`src/bur_pkg.sv`:
```
// Shared types, constants and the tempering function of the bounded uniform random integer block.
`default_nettype none
package bur_pkg;
    localparam int WORD_W = 32;
    localparam int IDX_W = 10;
    localparam int MT_N = 624;
    localparam int MT_M = 397;
    localparam logic [WORD_W-1:0] SEED_RESET = 32'd5489;
    localparam logic [WORD_W-1:0] SEED_MULT = 32'd1812433253;
    localparam logic [WORD_W-1:0] MT_MAG = 32'h9908B0DF;
    localparam logic [WORD_W-1:0] SIGN_BIT = 32'h80000000;
    localparam logic [WORD_W-1:0] ALL_ONES = 32'hFFFFFFFF;

    typedef struct packed {
        logic              ready;
        logic              done;
        logic [WORD_W-1:0] word;
    } draw_rsp_t;

    function automatic logic [WORD_W-1:0] temper(input logic [WORD_W-1:0] x);
        logic [WORD_W-1:0] y;
        y = x ^ (x >> 11);
        y = y ^ ((y << 7) & 32'h9D2C5680);
        y = y ^ ((y << 15) & 32'hEFC60000);
        y = y ^ (y >> 18);
        return y;
    endfunction
endpackage
`default_nettype wire

```
`src/bur_rem.sv`:
```
// Iterative 32-bit remainder unit, one quotient bit per cycle.
`default_nettype none
module bur_rem (
    input  wire logic                      clk,
    input  wire logic                      rst_n,
    input  wire logic                      start,
    input  wire logic [bur_pkg::WORD_W-1:0] dividend,
    input  wire logic [bur_pkg::WORD_W-1:0] divisor,
    output logic                           done,
    output logic      [bur_pkg::WORD_W-1:0] rem
);
    localparam int CW = $clog2(bur_pkg::WORD_W + 1);

    logic [bur_pkg::WORD_W-1:0] rem_reg, rem_next;
    logic [bur_pkg::WORD_W-1:0] quo_reg, quo_next;
    logic [bur_pkg::WORD_W-1:0] div_reg, div_next;
    logic [CW-1:0]              cnt_reg, cnt_next;
    logic                       busy_reg, busy_next;
    logic                       done_reg, done_next;
    logic [bur_pkg::WORD_W:0]   trial;

    always_comb
    begin
        rem_next  = rem_reg;
        quo_next  = quo_reg;
        div_next  = div_reg;
        cnt_next  = cnt_reg;
        busy_next = busy_reg;
        done_next = 1'b0;
        trial     = {rem_reg, quo_reg[bur_pkg::WORD_W-1]};
        if (start)
        begin
            rem_next  = '0;
            quo_next  = dividend;
            div_next  = divisor;
            cnt_next  = '0;
            busy_next = 1'b1;
        end
        else if (busy_reg)
        begin
            // restore when the trial subtraction would go negative
            if (trial >= {1'b0, div_reg})
            begin
                trial = trial - {1'b0, div_reg};
            end
            rem_next = trial[bur_pkg::WORD_W-1:0];
            quo_next = quo_reg << 1;
            cnt_next = cnt_reg + 1'b1;
            if (cnt_reg == CW'(bur_pkg::WORD_W - 1))
            begin
                busy_next = 1'b0;
                done_next = 1'b1;
            end
        end
    end

    always_ff @(posedge clk or negedge rst_n)
    begin
        if (!rst_n)
        begin
            busy_reg <= 1'b0;
            done_reg <= 1'b0;
            cnt_reg  <= '0;
        end
        else
        begin
            busy_reg <= busy_next;
            done_reg <= done_next;
            cnt_reg  <= cnt_next;
        end
    end

    always_ff @(posedge clk)
    begin
        rem_reg <= rem_next;
        quo_reg <= quo_next;
        div_reg <= div_next;
    end

    assign done = done_reg;
    assign rem  = rem_reg;
endmodule
`default_nettype wire

```
`config.mk`:
```
export PLATFORM = sky130hd
export DESIGN_NAME = bur_rem
export DESIGN_NICKNAME = d
export VERILOG_FILES = /design/src/bur_pkg.sv /design/src/bur_rem.sv
export SDC_FILE = /design/constraint.sdc
export NUM_CORES = 1
export LEC_CHECK = 0
export BUFFER_PORTS_ARGS = -buffer_cell sky130_fd_sc_hd__buf_4
export CAP_MARGIN = 0
export CELL_PAD_IN_SITES_DETAIL_PLACEMENT = 0
export CELL_PAD_IN_SITES_GLOBAL_PLACEMENT = 1
export CORE_UTILIZATION = 40
export DETAILED_ROUTE_END_ITERATION = 12
export PLACE_DENSITY_LB_ADDON = 0.2
export SLEW_MARGIN = 20
export SYNTH_ARGS = -nofsm -noshare
export SYNTH_HDL_FRONTEND = slang
export SYNTH_SLANG_ARGS = --single-unit
```
`constraint.sdc`:
```
create_clock -name clk -period 5.46 [get_ports clk]
set_input_delay 0.273 -clock clk [delete_from_list [all_inputs] [get_ports clk]]
set_output_delay 0.273 -clock clk [all_outputs]
set_load 0.05 [all_outputs]
```
==> impl_table.tex <==
\begin{tabular}{lr}
\hline
Metric & Value \\
\hline
\multicolumn{2}{l}{\textbf{Clocking}} \\
\quad TritonCTS Buffers & 9 \\
\quad Library cell used as clock root buffer & sky130\_fd\_sc\_hd\_\_clkbuf\_16 \\
\quad Worst-Skew Late Latency & 0.35 ns \\
\quad Number of H-tree branching levels & 3 \\
\quad Clock sink count & 104 \\
\quad TritonCTS clock tree & built \\
\quad Post-cts sizing count & 0 \\
\quad Clock Tree Buf Depth & 2 \\
\quad Clock slew at reported path FFs & 0.07 ns \\
\multicolumn{2}{l}{\textbf{Floorplan}} \\
\quad Vertical die dimension & 124 um \\
\quad Core area & 14500 sq um \\
\quad Die extent in x & 124 um \\
\quad Boundary pin count & 100 \\
\quad Die Footprint & 15400 sq um \\
\quad Std cell rows & 44 \\
\quad Starting density of the core & 0.411 \\
\multicolumn{2}{l}{\textbf{Detailed routing}} \\
\quad \# DRC & 0 \\
\quad Post-Route WL & 13200 um \\
\quad Antenna Violating Nets Remaining & 0 \\
\quad Via density per instance & 5.25 \\
\quad Post-DR wirelength/cell & 15.3 um \\
\quad Iteration-0 DRC Markers & 192 \\
\quad Wire length the detailed router placed on met1 & 6510 um \\
\quad Detailed-route via count & 4518 \\
\quad Number of search-and-repair iterations in the first detailed-routing pass & 4 \\
\quad Met2 wire length & 6020 um \\
\quad Met3 wire length & 480 um \\
\quad Topmost layer with routed signal wires & met4 \\
\multicolumn{2}{l}{\textbf{Final layout}} \\
\quad Fin util & 0.490 \\
\quad Area growth, synth to finish & 19.2\% \\
\quad Filler cell count & 1394 \\
\quad Share of final-layout standard cells stronger than drive strength 1 & 0.239 \\
\quad Multi-input gate area in the final layout & 2930 sq um \\
\quad Antenna fix cells & 0 \\
\quad Sequential standard cell area & 2760 sq um \\
\quad Final net count & 773 \\
\multicolumn{2}{l}{\textbf{Run}} \\
\quad Max cap viols & 0 \\
\multicolumn{2}{l}{\textbf{Logic synthesis}} \\
\quad Most area-hungry cell type in the Yosys netlist & sky130\_fd\_sc\_hd\_\_edfxtp\_1 \\
\quad Total of flip-flops plus latches after synthesis & 104 \\
\quad Count of flip-flops with a built-in enable after synthesis & 64 \\
\quad Share of synthesized registers carrying an async set or reset & 0.0769 \\
\quad Top post-synthesis cells by area & sky130\_fd\_sc\_hd\_\_edfxtp\_1 (32\%), sky130\_fd\_sc\_hd\_\_dfxtp\_1 (11\%), sky130\_fd\_sc\_hd\_\_ha\_1 (6.9\%), sky130\_fd\_sc\_hd\_\_mux2\_2 (5.8\%), sky130\_fd\_sc\_hd\_\_nand2\_1 (4.4\%) \\
\quad Most used flip-flop cell after synthesis & sky130\_fd\_sc\_hd\_\_edfxtp\_1 \\
\quad Portion of synthesized cell area occupied by the leading cell type & 0.322 \\
\quad Unique cell type count in the Yosys netlist & 66 \\
\quad Post-Synthesis Cell Area & 5970 sq um \\
\quad Count leader, synth & sky130\_fd\_sc\_hd\_\_nand2\_1 \\
\quad Post-synth top cells & sky130\_fd\_sc\_hd\_\_nand2\_1 (70), sky130\_fd\_sc\_hd\_\_edfxtp\_1 (64), sky130\_fd\_sc\_hd\_\_nor2\_1 (44) \\
\quad Number of standard cells after synthesis & 585 \\
\quad Average cell area after synthesis & 10.2 sq um \\
\quad Nets in the synthesized netlist & 686 \\
\quad Portion of the post-synthesis area used by sequential elements & 0.463 \\
\quad Synth warnings & 0 \\
\multicolumn{2}{l}{\textbf{Critical path}} \\
\quad Critical path type & register to register \\
\quad Maximum net fanout on the critical path & 19 \\
\quad Critical path required time & 5.72 ns \\
\quad Max stage delay on crit path & 0.69 ns \\
\quad Arrival time of the worst setup path & 3.54 ns \\
\quad Largest delay share family, worst path & compound AO/OA/AOI/OAI gates \\
\quad Cell occurring most often along the worst timing path & sky130\_fd\_sc\_hd\_\_a21oi\_4 \\
\quad Worst Setup Start Kind & register \\
\quad Cells traversed along the worst timing path & ha\_1 -> o211ai\_1 -> a21oi\_2 -> o311a\_4 -> a21oi\_4 -> o21ai\_4 -> a21oi\_4 -> o31ai\_2 -> buf\_4 -> o2111ai\_1 -> a311oi\_1 \\
\quad Buffers and inverters on the worst path & 1 \\
\quad CP max-delay cell & sky130\_fd\_sc\_hd\_\_o31ai\_2 \\
\quad Endpoint kind of the worst setup timing path & register \\
\multicolumn{2}{l}{\textbf{Power and ir drop}} \\
\quad Gate power share & 0.515 \\
\quad Internal power consumption & 1.96 mW \\
\quad Power dissipated by switching net loads & 1.58 mW \\
\quad Ratio of total power to cell area & 498 nW/um\^{}2 \\
\quad Total power & 3.55 mW \\
\quad Sequential share of power & 0.315 \\
\quad Switching fraction of total power & 0.446 \\
\quad Clock Power Share & 0.171 \\
\quad Pleak & 3.05 nW \\
\quad Worst IR Drop VDD & 0.220 mV \\
\multicolumn{2}{l}{\textbf{GRT}} \\
\quad Maximum number of pins on one net before global-route repair & 75 \\
\quad Grt total ovfl & 0 \\
\quad Global-route wire length before repair & 21000 um \\
\quad Overall global routing resource usage & 0.175 \\
\quad Number of antenna violations at the first check in global routing & 0 \\
\quad Number of global-route vias before repair & 4230 \\
\multicolumn{2}{l}{\textbf{Timing}} \\
\quad \# setup viols final & 0 \\
\quad Worst clock skew & 0.00947 ns \\
\quad Unrepaired setup endpoints after global routing & false \\
\quad Final clock period utilization by the worst path & 0.600 \\
\quad Number of hold-slack violations in the final timing report & 0 \\
\quad Final Max Tran Viols & 0 \\
\quad Setup Total Neg Slack & 0 ns \\
\quad Fmax & 305 MHz \\
\quad Post-layout minimum cycle time & 3.28 ns \\
\quad Worst-margin pin slew & 0.831 ns \\
\quad Worst relative slew slack & 0.439 \\
\multicolumn{2}{l}{\textbf{Outcome}} \\
\quad Status & complete, no violations \\
\multicolumn{2}{l}{\textbf{Placement}} \\
\quad RePlAce Congestion & 0.816 \\
\quad Post-detailed-placement half-perimeter wirelength & 9440 um \\
\quad PortBufs & 99 \\
\multicolumn{2}{l}{\textbf{Min path}} \\
\quad HP Class & primary input to register \\
\hline
\end{tabular}
## layout by cell type (no fill, tap or decap), types with 16 or more instances in the layout
| cell | n |
|---|---|
| sky130_fd_sc_hd__edfxtp_1 | 64 |
| sky130_fd_sc_hd__buf_4 | 102 |
| sky130_fd_sc_hd__a311oi_1 | 25 |
| sky130_fd_sc_hd__ha_1 | 33 |
| sky130_fd_sc_hd__o21ai_0 | 16 |
| sky130_fd_sc_hd__xnor2_1 | 16 |
| sky130_fd_sc_hd__inv_1 | 42 |
| sky130_fd_sc_hd__dfxtp_1 | 32 |
| sky130_fd_sc_hd__nand2_1 | 70 |
| sky130_fd_sc_hd__mux2_2 | 31 |
| sky130_fd_sc_hd__nor2_1 | 44 |
| sky130_fd_sc_hd__a21oi_1 | 28 |
## worst paths after layout
kind / from / endpoint / slack, ns / cells after the start
min in group asynchronous: rst_n / cnt_reg[4]$_DFFE_PN0P_ / 0.27 / 2
worst max register to register: rem[1]$_SDFFE_PP0P_ / rem[31]$_SDFFE_PP0P_ / 2.18 / 11
worst min-delay path: divisor[19] / div_reg[19]$_DFFE_PP_ / 0.09 / 1
worst max-delay path: rem[1]$_SDFFE_PP0P_ / rem[31]$_SDFFE_PP0P_ / 2.18 / 11
max in group asynchronous: rst_n / busy_reg$_DFF_PN0_ / 5.05 / 2
worst min register to register: rem[13]$_SDFFE_PP0P_ / rem[14]$_SDFFE_PP0P_ / 0.52 / 2
## per-layer routing
metal	vias to the layer above	global-route usage
met5	-	0
met4	0	0.0521
met3	9	0.0339
met2	80	0.271
met1	2122	0.246
li1	2307	-
## per-stage QoR
step,setup slack (ns),cell area (sq um),hold WS (ns),instances
after global placement,2.26,6840,0.0949,844
after global routing,1.89,7120,0.0770,861
after floorplan,2.60,5970,-0.0226,585
final,2.18,7120,0.0917,861
after CTS,2.16,7120,0.0715,861
after detailed placement,2.16,6840,0.0988,844
## logic make-up after synthesis
family                     Yosys count  synth area share
DFF                                104             0.463
buffers and inverters               69            0.0473
AOI/OAI and AO/OA                  133             0.164
and+or+nand+nor                    182             0.148
xor gates and xnor gates            29            0.0425
adders and majority gates           34            0.0725
muxes                               34            0.0635
## power groups by stage
stage          clock, mW  sequential (mW)  combinational (mW)
2_1_floorplan          0             1.45                1.05
3_3_place_gp           0             1.13                1.83
3_5_place_dp           0             1.13                1.83
4_1_cts            0.629             1.12                1.84
5_1_grt            0.652             1.14                1.99
6_report           0.605             1.12                1.83
## what timing repair did
action,CTS,global route
buffers inserted,0,0
hold buffers,1,0
hold endpoints to repair,8,0
endpoints found under the setup margin,0,0
## cell type report
| class | instances | share of cell area |
|---|---|---|
| flip-flops and latches | 104 | 0.388 |
| clock buffers | 12 | 0.0332 |
| well taps | 184 | 0.0323 |
| repair buffers | 103 | 0.109 |
| multi-input cells | 412 | 0.411 |
| inverters | 42 | 0.0221 |
| clock inverters | 4 | 0.00422 |
Note: power is estimated with default switching activity, not from simulation.
